===== src/rtl/renc_pkg.sv =====
// Shared constants and types for the rotary encoder front end.
`default_nettype none

package renc_pkg;

	// Configuration register indexes
	localparam logic [1:0] REG_DECODE_MODE  = 2'd0;
	localparam logic [1:0] REG_ENC_DEBOUNCE = 2'd1;
	localparam logic [1:0] REG_BTN_DEBOUNCE = 2'd2;

	localparam int CFG_INDEX_W = 2;
	localparam int CFG_DATA_W  = 16;

	localparam int TIME_W   = 32;
	localparam int POS_W    = 8;
	localparam int STEP_W   = 2;
	localparam int IN_W     = 40;  // 35 payload bits padded to bytes
	localparam int OUT_W    = 48;  // 44 payload bits padded to bytes

	localparam logic        MODE_TABLE = 1'b0;
	localparam logic        MODE_EDGE  = 1'b1;

	// Bit i set when transition code i is a legal Gray step
	localparam logic [15:0] QUAD_VALID = 16'b0110_1001_1001_0110;
	localparam logic [7:0]  HIST_CW    = 8'h2b;
	localparam logic [7:0]  HIST_CCW   = 8'h17;

	localparam logic [STEP_W-1:0] STEP_NONE = 2'b00;
	localparam logic [STEP_W-1:0] STEP_CW   = 2'b01;
	localparam logic [STEP_W-1:0] STEP_CCW  = 2'b11;

	localparam logic [7:0]  ENC_DEBOUNCE_RST = 8'd1;
	localparam logic [15:0] BTN_DEBOUNCE_RST = 16'd5;

	typedef struct packed {
		logic              pin_a;
		logic              pin_b;
		logic              button_pin;
		logic [TIME_W-1:0] now_ms;
	} sample_t;

	typedef struct packed {
		logic [STEP_W-1:0] step;
		logic [POS_W-1:0]  position;
		logic              button_pressing;
		logic              button_changed;
		logic [TIME_W-1:0] press_duration_ms;
	} result_t;

endpackage

`default_nettype wire


===== src/rtl/rotary_encoder_front_end.sv =====
// Rotary encoder front end: quadrature / edge decode with debounced button.
// A taken word is held in the input stage while the output stage stalls.
// Throughput: one word per cycle while m_tready is high (input and output stage).
// Decoder state is updated as a word moves from the input stage to the output stage.
// Reset (arst_n low, asynchronous) clears the valid flags of both stages, the decoder
// state and the registers to their defaults; s_tready is high right after release.
`default_nettype none

module rotary_encoder_front_end (
	input  wire logic                           clk,
	input  wire logic                           arst_n,
	// tdata: pin_a[0], pin_b[1], button_pin[2], now_ms[34:3], zero pad [39:35]
	input  wire logic [renc_pkg::IN_W-1:0]      s_tdata,
	input  wire logic                           s_tvalid,
	output logic                                s_tready,
	// tdata: step[1:0], position[9:2], button_pressing[10], button_changed[11],
	//        press_duration_ms[43:12], zero pad [47:44]
	output logic [renc_pkg::OUT_W-1:0]          m_tdata,
	output logic                                m_tvalid,
	input  wire logic                           m_tready,
	input  wire logic                           cfg_we,
	input  wire logic [renc_pkg::CFG_INDEX_W-1:0] cfg_index,
	input  wire logic [renc_pkg::CFG_DATA_W-1:0]  cfg_data
);
	import renc_pkg::*;

	// Configuration
	logic              decode_mode_q;
	logic [7:0]        enc_debounce_q;
	logic [15:0]       btn_debounce_q;

	// Pipeline
	sample_t           sample_s1;
	logic              valid_s1;
	result_t           result_s2;
	logic              valid_s2;
	logic              advance;

	// Decoder state
	logic [3:0]        quad_code_q;
	logic [7:0]        history_q;
	logic              a_seen_q;
	logic              b_seen_q;
	logic [TIME_W-1:0] enc_edge_ms_q;
	logic [POS_W-1:0]  position_q;
	logic              btn_prev_q;
	logic [TIME_W-1:0] btn_edge_ms_q;
	logic [TIME_W-1:0] press_start_q;
	logic [TIME_W-1:0] press_end_q;
	logic              held_q;

	// Next state
	logic [3:0]        quad_code_d;
	logic [7:0]        history_d;
	logic [STEP_W-1:0] step_d;
	logic [TIME_W-1:0] enc_edge_ms_d;
	logic [POS_W-1:0]  position_d;
	logic [TIME_W-1:0] btn_edge_ms_d;
	logic [TIME_W-1:0] press_start_d;
	logic [TIME_W-1:0] press_end_d;
	logic              held_d;
	logic              changed_d;
	logic [TIME_W-1:0] duration_d;

	logic              a_chg;
	logic              b_chg;
	logic              enc_gap_ok;
	logic              btn_gap_ok;
	logic [TIME_W-1:0] enc_dt;
	logic [TIME_W-1:0] btn_dt;
	logic [TIME_W-1:0] press_diff;

	assign advance  = valid_s1 && (!valid_s2 || m_tready);
	assign s_tready = !valid_s1 || advance;
	assign m_tvalid = valid_s2;
	// step in the lowest bits
	assign m_tdata  = {4'b0, result_s2.press_duration_ms, result_s2.button_changed,
		result_s2.button_pressing, result_s2.position, result_s2.step};

	always_ff @(posedge clk or negedge arst_n) begin
		if (!arst_n) begin
			decode_mode_q  <= MODE_TABLE;
			enc_debounce_q <= ENC_DEBOUNCE_RST;
			btn_debounce_q <= BTN_DEBOUNCE_RST;
		end else if (cfg_we) begin
			case (cfg_index)
				REG_DECODE_MODE:  decode_mode_q  <= cfg_data[0];
				REG_ENC_DEBOUNCE: enc_debounce_q <= cfg_data[7:0];
				REG_BTN_DEBOUNCE: btn_debounce_q <= cfg_data;
				default: ;
			endcase
		end
	end

	// Input stage
	always_ff @(posedge clk or negedge arst_n) begin
		if (!arst_n) begin
			valid_s1 <= 1'b0;
		end else if (s_tready) begin
			valid_s1 <= s_tvalid;
		end
	end

	always_ff @(posedge clk) begin
		if (s_tready && s_tvalid) begin
			sample_s1 <= {s_tdata[0], s_tdata[1], s_tdata[2], s_tdata[34:3]};
		end
	end

	always_comb begin
		// Table decode
		quad_code_d = {quad_code_q[1:0], sample_s1.pin_a, sample_s1.pin_b};
		history_d   = history_q;
		step_d      = STEP_NONE;
		if (QUAD_VALID[quad_code_d]) begin
			history_d = {history_q[3:0], quad_code_d};
			if (history_d == HIST_CW) begin
				step_d = STEP_CW;
			end else if (history_d == HIST_CCW) begin
				step_d = STEP_CCW;
			end
		end

		// Edge decode: channel A first; a B edge in the same word as an A edge is not counted
		a_chg      = sample_s1.pin_a != a_seen_q;
		b_chg      = sample_s1.pin_b != b_seen_q;
		enc_dt     = sample_s1.now_ms - enc_edge_ms_q;
		enc_gap_ok = enc_dt > {{(TIME_W - 8){1'b0}}, enc_debounce_q};
		position_d = position_q;
		if (a_chg && sample_s1.pin_a && !b_seen_q && enc_gap_ok) begin
			position_d = position_q + POS_W'(1);
		end else if (!a_chg && b_chg && sample_s1.pin_b && !sample_s1.pin_a && enc_gap_ok) begin
			position_d = position_q - POS_W'(1);
		end
		enc_edge_ms_d = (a_chg || b_chg) ? sample_s1.now_ms : enc_edge_ms_q;

		// Button
		btn_dt        = sample_s1.now_ms - btn_edge_ms_q;
		btn_gap_ok    = btn_dt > {{(TIME_W - 16){1'b0}}, btn_debounce_q};
		changed_d     = (sample_s1.button_pin != btn_prev_q) && btn_gap_ok;
		btn_edge_ms_d = btn_edge_ms_q;
		press_start_d = press_start_q;
		press_end_d   = press_end_q;
		held_d        = held_q;
		if (changed_d) begin
			btn_edge_ms_d = sample_s1.now_ms;
			held_d        = !sample_s1.button_pin;
			if (!sample_s1.button_pin) begin
				press_start_d = sample_s1.now_ms;
			end else begin
				press_end_d = sample_s1.now_ms;
			end
		end

		// Mode 0 leaves edge and button state frozen; mode 1 leaves table state frozen
		if (decode_mode_q == MODE_TABLE) begin
			position_d    = position_q;
			enc_edge_ms_d = enc_edge_ms_q;
			changed_d     = 1'b0;
			btn_edge_ms_d = btn_edge_ms_q;
			press_start_d = press_start_q;
			press_end_d   = press_end_q;
			held_d        = held_q;
		end else begin
			quad_code_d = quad_code_q;
			history_d   = history_q;
			step_d      = STEP_NONE;
		end

		press_diff = press_end_d - press_start_d;
		duration_d = (press_end_d > press_start_d) ? press_diff : '0;
	end

	always_ff @(posedge clk or negedge arst_n) begin
		if (!arst_n) begin
			valid_s2      <= 1'b0;
			quad_code_q   <= '0;
			history_q     <= '0;
			a_seen_q      <= 1'b0;
			b_seen_q      <= 1'b0;
			enc_edge_ms_q <= '0;
			position_q    <= '0;
			btn_prev_q    <= 1'b1;
			btn_edge_ms_q <= '0;
			press_start_q <= '0;
			press_end_q   <= '0;
			held_q        <= 1'b0;
		end else begin
			if (advance) begin
				valid_s2 <= 1'b1;
			end else if (m_tready) begin
				valid_s2 <= 1'b0;
			end
			if (advance) begin
				quad_code_q   <= quad_code_d;
				history_q     <= history_d;
				enc_edge_ms_q <= enc_edge_ms_d;
				position_q    <= position_d;
				btn_edge_ms_q <= btn_edge_ms_d;
				press_start_q <= press_start_d;
				press_end_q   <= press_end_d;
				held_q        <= held_d;
				if (decode_mode_q == MODE_EDGE) begin
					a_seen_q   <= sample_s1.pin_a;
					b_seen_q   <= sample_s1.pin_b;
					btn_prev_q <= sample_s1.button_pin;
				end
			end
		end
	end

	// Output stage
	always_ff @(posedge clk) begin
		if (advance) begin
			result_s2.step              <= step_d;
			result_s2.position          <= position_d;
			result_s2.button_pressing   <= held_d;
			result_s2.button_changed    <= changed_d;
			result_s2.press_duration_ms <= duration_d;
		end
	end

endmodule

`default_nettype wire


===== config.mk =====
export PLATFORM = sky130hd
export DESIGN_NAME = rotary_encoder_front_end
export DESIGN_NICKNAME = d
export VERILOG_FILES = /design/src/rtl/renc_pkg.sv /design/src/rtl/rotary_encoder_front_end.sv
export SDC_FILE = /design/constraint.sdc
export NUM_CORES = 1
export LEC_CHECK = 0
export ABC_AREA = 0
export BUFFER_PORTS_ARGS = -buffer_cell sky130_fd_sc_hd__clkbuf_2
export CORE_MARGIN = 1
export CORE_UTILIZATION = 45
export CTS_CLUSTER_SIZE = 8
export DETAILED_ROUTE_END_ITERATION = 8
export PLACE_DENSITY_LB_ADDON = 0.12
export SYNTH_ARGS = -nofsm -noshare
export SYNTH_HDL_FRONTEND = slang
export SYNTH_SLANG_ARGS = --single-unit

===== constraint.sdc =====
create_clock -name clk -period 8.3 [get_ports clk]
set_input_delay 0.415 -clock clk [delete_from_list [all_inputs] [get_ports clk]]
set_output_delay 0.415 -clock clk [all_outputs]
set_load 0.01 [all_outputs]

Word level (Yosys, flattened, before mapping):

Memory sizes are Yosys's and may differ from the RTL's.
Index checks and enable logic that the tools add are counted.

* register bits: 252
* bits in read-only memories: 16
* word-level logic and storage cells: 92
* memories: 1

Memory list
* (no name shown): depth 16, bits a word 1, read ports 1, clocked after Yosys merged registers in 0, wr ports 0, line rotary_encoder_front_end.sv:115 `if (QUAD_VALID[quad_code_d]) begin`

* add/sub/neg operators: 5
* $lt $le $gt $ge: 4
* equality and inequality tests: 7
* mux-type cells: 16
* bitwise operators: 2
* reductions and logical operators: 31

Operators by type and width (number)
* 2-to-1 mux 32 bit: 6
* subtractor 32 bit: 3
* > comparator 32 x 16 -> 1 bit: 1
* > comparator 32 bit: 1
* > comparator 32 x 8 -> 1 bit: 1
* 2-to-1 mux 8 bit: 3
* logical AND 1 bit: 10
* AND reduction 2 bit: 5
* AND reduction 3 bit: 3
* adder 8 x 1 -> 8 bit (second input constant): 1
* equality test 8 x 5 -> 1 bit (second input constant): 1
* equality test 8 x 6 -> 1 bit (second input constant): 1
* subtractor 8 x 1 -> 8 bit (second input constant): 1
* logical NOT 1 bit: 6
* 2-to-1 mux 1 bit: 6
* less-than comparator 4 x 5 -> 1 bit (second input constant): 1
* logical OR 1 bit: 3
* inequality test 1 bit: 3
* OR reduction 3 bit: 1
* equality test 2 x 1 -> 1 bit (second input constant): 1
* equality test 2 bit (second input constant): 1
* logical NOT 2 bit: 1
* 2-to-1 mux 2 bit: 1
* inverter 1 bit: 2
* 2 further kinds: 2

Logic depth before layout (Yosys ltp):

* word-level depth: 9
* gate-level depth with buffers: 39

Worst setup path after synthesis:

Ideal clock, no wire load.

* path kind: flip-flop to flip-flop
* from: register sample_s1[4] in the netlist's numbering
* to: register result_s2 (netlist bit m_tdata[43]) (data pin)
* arrival: 7.752 ns
* required time: 8.034 ns
* slack: 0.282 ns
* cell stages (with the launch flop): 36
* buffers on the path: 1
* clock period less this slack: 8.018 ns
* path through: edfxtp_1 ha_1 a21o_1 a21oi_2 and3_1 a21oi_1 o21a_1 nor2_1 xnor2_1 ha_1 a211o_1 a31oi_1 o21ai_0 o211ai_1 a32oi_1 a31o_1 or4_1 nor4b_2 o2111ai_1 or4b_4 nand3_2 buf_6 mux2_1 ha_1 nor2b_1 o21ai_0 a21boi_0 o31ai_1 nand3_1 a221o_1 a221o_1 a221o_1 o311ai_0 o21ai_0 xnor2_1 nor2_1

* word-level cells in the longest chain between the ends: 6

RTL lines
* start: declaration: line rotary_encoder_front_end.sv:33 `sample_t sample_s1;`
* start signal: assignment: line rotary_encoder_front_end.sv:106 `sample_s1 <= {s_tdata[0], s_tdata[1], s_tdata[2], s_tdata[34:3]};`
* subtractor 32 bit (*): line rotary_encoder_front_end.sv:138 `btn_dt = sample_s1.now_ms - btn_edge_ms_q;`
* > comparator 32 x 16 -> 1 bit (*): line rotary_encoder_front_end.sv:139 `btn_gap_ok = btn_dt > {{(TIME_W - 16){1'b0}}, btn_debounce_q};`
* logical AND 1 bit (*): line rotary_encoder_front_end.sv:140 `changed_d = (sample_s1.button_pin != btn_prev_q) && btn_gap_ok;`
* 2-to-1 mux 32 bit (*): line rotary_encoder_front_end.sv:145 `if (changed_d) begin`
* 2-to-1 mux 32 bit (*): line rotary_encoder_front_end.sv:156 `if (decode_mode_q == MODE_TABLE) begin`
* net press_end_d[1]: line rotary_encoder_front_end.sv:60 `logic [TIME_W-1:0] press_end_d;`
* subtractor 32 bit or > comparator 32 bit (tied branches): line rotary_encoder_front_end.sv:170, rotary_encoder_front_end.sv:171
* end: declaration: line rotary_encoder_front_end.sv:35 `result_t result_s2;`

The timed path passes the listed nets; every way through them passes the cells marked *.
A chain may end at the register's enable or synchronous reset.

Worst setup path after layout:

* from: register sample_s1[1] in the netlist's numbering
* to: register result_s2 (netlist bit m_tdata[41]) (data pin)

Same word-level chain as after synthesis.

==> results by group <==
Synthesis
  – Top FF cell, synth: sky130_fd_sc_hd__dfrtp_1
  – Synth Register Bits: 252
  – Gate count after technology mapping: 1559
  – Post-synthesis average cell area: 10.61 um2
  – Register area share after synthesis: 0.4055
  – Yosys warning total: 0
  – Post-synth ARST share: 0.6865
  – Cell area after technology mapping: 0.01654 mm2
  – Number of enable-type register cells in the synthesized netlist: 79
  – Number of distinct library cell variants in the gate-level netlist after synthesis: between 80 and 90

GRT
  – Largest net degree at the start of global routing: 65
  – Number of antenna violations at the first check in global routing: 1
  – Total global routing track utilization: 0.2269
  – Via count of the first global-routing pass: 12230
  – Global-route wire length before repair: 66.80 mm
  – Residual overflow from global routing: 0

Timing
  – Final worst-path cycle share: 0.9614
  – Number of hold-slack violations in the final timing report: 0
  – Clock Skew: 22.19 ps
  – Slew Limit Headroom: 0.2835
  – Final count of negative-setup-slack endpoints: 0
  – Achievable clock frequency: 0.1253 GHz
  – Fin crit period: around 8000 ps
  – Final setup slack of the worst path: roughly 320 ps
  – Worst slew pin tran: 1075 ps
  – Final number of max-transition violations: 0

Clocking
  – Number of buffers inserted during clock tree synthesis: 38
  – Max H-tree Level: 2
  – TritonCTS clock tree: done
  – Number of clock sinks seen by CTS: 252
  – Clock Latency Late Sink: 560 ps
  – Buffer type at the clock tree root: sky130_fd_sc_hd__clkbuf_16
  – Clock Pin Slew Worst Setup and Hold Paths: approximately 50 ps
  – Bufs on Longest Clock Path: 3

Floorplanning
  – Area of the core: 0.03583 mm2
  – Die area: 0.03753 mm2
  – Ports: 113
  – Effective utilization at floorplan: 0.4616
  – Width of the chip: 193.7 um
  – Chip height: 193.7 um
  – Row cnt: 69

Detailed routing
  – Met2 WL post-DR: 19.72 mm
  – M1 WL: 20.01 mm
  – Number of vias in the routed layout: 12541
  – Number of nets with antenna violations after routing: 0
  – Detailed-route DRC error count: 0
  – Uppermost signal routing layer after detailed routing: met4
  – Routed wl met3: ~1.6 mm
  – Avg Vias per Cell: 5.522
  – Drt wl/cell: 18.63 um
  – DRC marker count from the first detailed-route iteration: 649
  – Total wire length: 42.31 mm
  – Number of iterations in the first detailed-routing pass: 5

Setup path
  – Length in cells of the worst reg-to-reg path: 36
  – Worst path required time: 8610 ps
  – Endpoint of the worst register-to-register path: m_tdata[41]
  – Slowest cell on the critical path: sky130_fd_sc_hd__or4b_4
  – Kind of start point of the critical path: flip-flop
  – Worst Setup End Kind: flip-flop
  – Critical path start-end classification: flip-flop to flip-flop
  – Arrival time of data at the critical path endpoint: 8290 ps
  – Largest driver fanout on the critical path: 8
  – Register-to-register setup slack: 320 ps
  – Largest incremental delay on the critical path: 590 ps
  – Reg-to-Reg Start: sample_s1[1]

Placement
  – Half-perimeter wire length after detailed placement: 31.18 mm
  – Total of buffers placed on input and output ports: 103
  – GP Congestion: 0.8894
  – Standard cell area after detailed placement: 0.01824 mm2
  – Worst setup slack after placement: -100.3 ps
  – Cell count after placement: between 2000 and 2500

Worst hold path
  – Hold path startpoint: s_tdata[10]
  – Path category of the worst min-delay check: primary input to flip-flop
  – End point of the most critical hold path: sample_s1[7]
  – Number of cells on the worst hold path: 1

Pwr
  – Leakage: roughly 9 nW
  – VDD IR-drop max: 0.0002061 V
  – Overall power: 8.938 mW
  – Power Dens Cells: 452.2 mW/mm2

Finish
  – Number of nets at the end of the flow: 1971
  – Multi-input logic area: 0.009316 mm2
  – Fraction of final layout cells with drive strength greater than 1: 0.2646
  – Area growth, synth to finish: 19.49%
  – Most common library cell in the layout ignoring fill and taps: sky130_fd_sc_hd__dfrtp_1
  – # fillers: 3134
  – Top library cells by usage in the layout, fill and taps aside: 169 x sky130_fd_sc_hd__dfrtp_1, 123 x sky130_fd_sc_hd__buf_4, 119 x sky130_fd_sc_hd__ha_1
  – Cell area after layout: 0.01976 mm2
  – Number of cells in the finished layout apart from fillers: 2271
  – Fraction of the core area covered by cells at the end of the flow: 0.5516
  – Sequential standard cell area: 0.006706 mm2
  – Final antenna diode count: 0

Outcome
  – Run status: finished clean

Flow run
  – Maximum Capacitance Violations: 0
routing by layer:
layer | global-route usage | up-vias
li1 | - | 6151
met1 | 0.3047 | 6104
met2 | 0.3729 | 220
met3 | 0.03949 | 66
met4 | 0.06933 | 0
met5 | 0 | -
worst max-delay path by stage:
| stage | start | endpoint | slack, ps |
|---|---|---|---|
| 6_report | sample_s1[1] | m_tdata[41] | 320 |
| 5_1_grt | sample_s1[1] | m_tdata[28] | -30 |
| 4_1_cts | sample_s1[0] | m_tdata[41] | 30 |
| 3_5_place_dp | sample_s1[1] | m_tdata[38] | -100 |
| 3_3_place_gp | sample_s1[1] | m_tdata[43] | 10 |
| 2_1_floorplan | sample_s1[4] | m_tdata[43] | 280 |
synth_stat cells (all sizes together) (26+ instances only):
library cell | count | area share
o21ai | 57 | 0.017
xnor2 | 46 | 0.024
nand3 | 33 | 0.010
mux2 | 194 | 0.14
buf | 26 | 0.013
a21o | 46 | 0.021
xor2 | 37 | 0.020
clkbuf | 29 | 0.0066
ha | 122 | 0.092
inv | 114 | 0.026
dfrtp | 169 | 0.26
mux2i | 44 | 0.027
nor2 | 100 | 0.023
o21a | 26 | 0.012
edfxtp | 79 | 0.14
nand2 | 65 | 0.015
a21oi | 98 | 0.030
power by group:
group	internal, mW	switching [mW]	total, mW	leakage (nW)
clock network	0.897	0.580	1.48	0.546
logic	2.58	2.77	5.35	5.58
registers	1.86	0.248	2.11	2.84
cell type report:
type,instances,share of cell area
inverters,114,0.02165
multi-input cells,1141,0.4714
flip-flops and latches,252,0.3393
clock inverters,3,0.001899
well taps,461,0.02918
repair buffers,236,0.08091
clock buffers,64,0.05565
logic make-up (layout without fill, tap and decap cells):
logic type	Yosys count	count (layout)	share of synthesized area
buf+inv	169	417	0.04531
fa+ha+maj	125	125	0.09592
xor+xnor	83	83	0.04395
flops	252	252	0.4055
mux	238	238	0.1632
simple gates	351	351	0.1097
other cells	1	4	0.0002267
compound gates	340	340	0.1362
what timing repair did:
action,in CTS,in global routing
gates resized for setup,4,49
endpoints found under the hold margin,65,0
buffers inserted,3,10
endpoints found under the setup margin,32,32
pin swaps,0,27
hold buffers,3,0
gates cloned,0,2
registers in the layout (all words and copies together) (netlist names):
name	count
press_end_q	32
b_seen_q	1
m_tdata	44
btn_prev_q	1
enc_edge_ms_q	32
enc_debounce_q	8
press_start_q	32
quad_code_q	2
m_tvalid	1
btn_debounce_q	16
position_q	8
history_q	4
held_q	1
btn_edge_ms_q	32
valid_s1	1
a_seen_q	1
sample_s1	35
decode_mode_q	1
metrics by stage:
| step | setup TNS [ps] | hold WS (ps) |
|---|---|---|
| final | 0 | 34.03 |
| after global routing | -270.8 | 11.80 |
| after CTS | 0 | 0.07927 |
| after detailed placement | -368.2 | 449.7 |
| after global placement | 0 | 452.3 |
| after floorplan | 0 | 119.4 |
worst max-delay path: cells and delay by family (launching register included):
family	cells	cell delay, ps
adder cells (fa/ha/maj)	3	850
flip-flops	1	440
AND/OR/NAND/NOR	9	2160
XOR/XNOR	2	260
buffers and inverters	4	500
AO/OA/AOI/OAI	17	3210
multiplexers	1	330
Note: power is estimated with default switching activity, not from simulation.
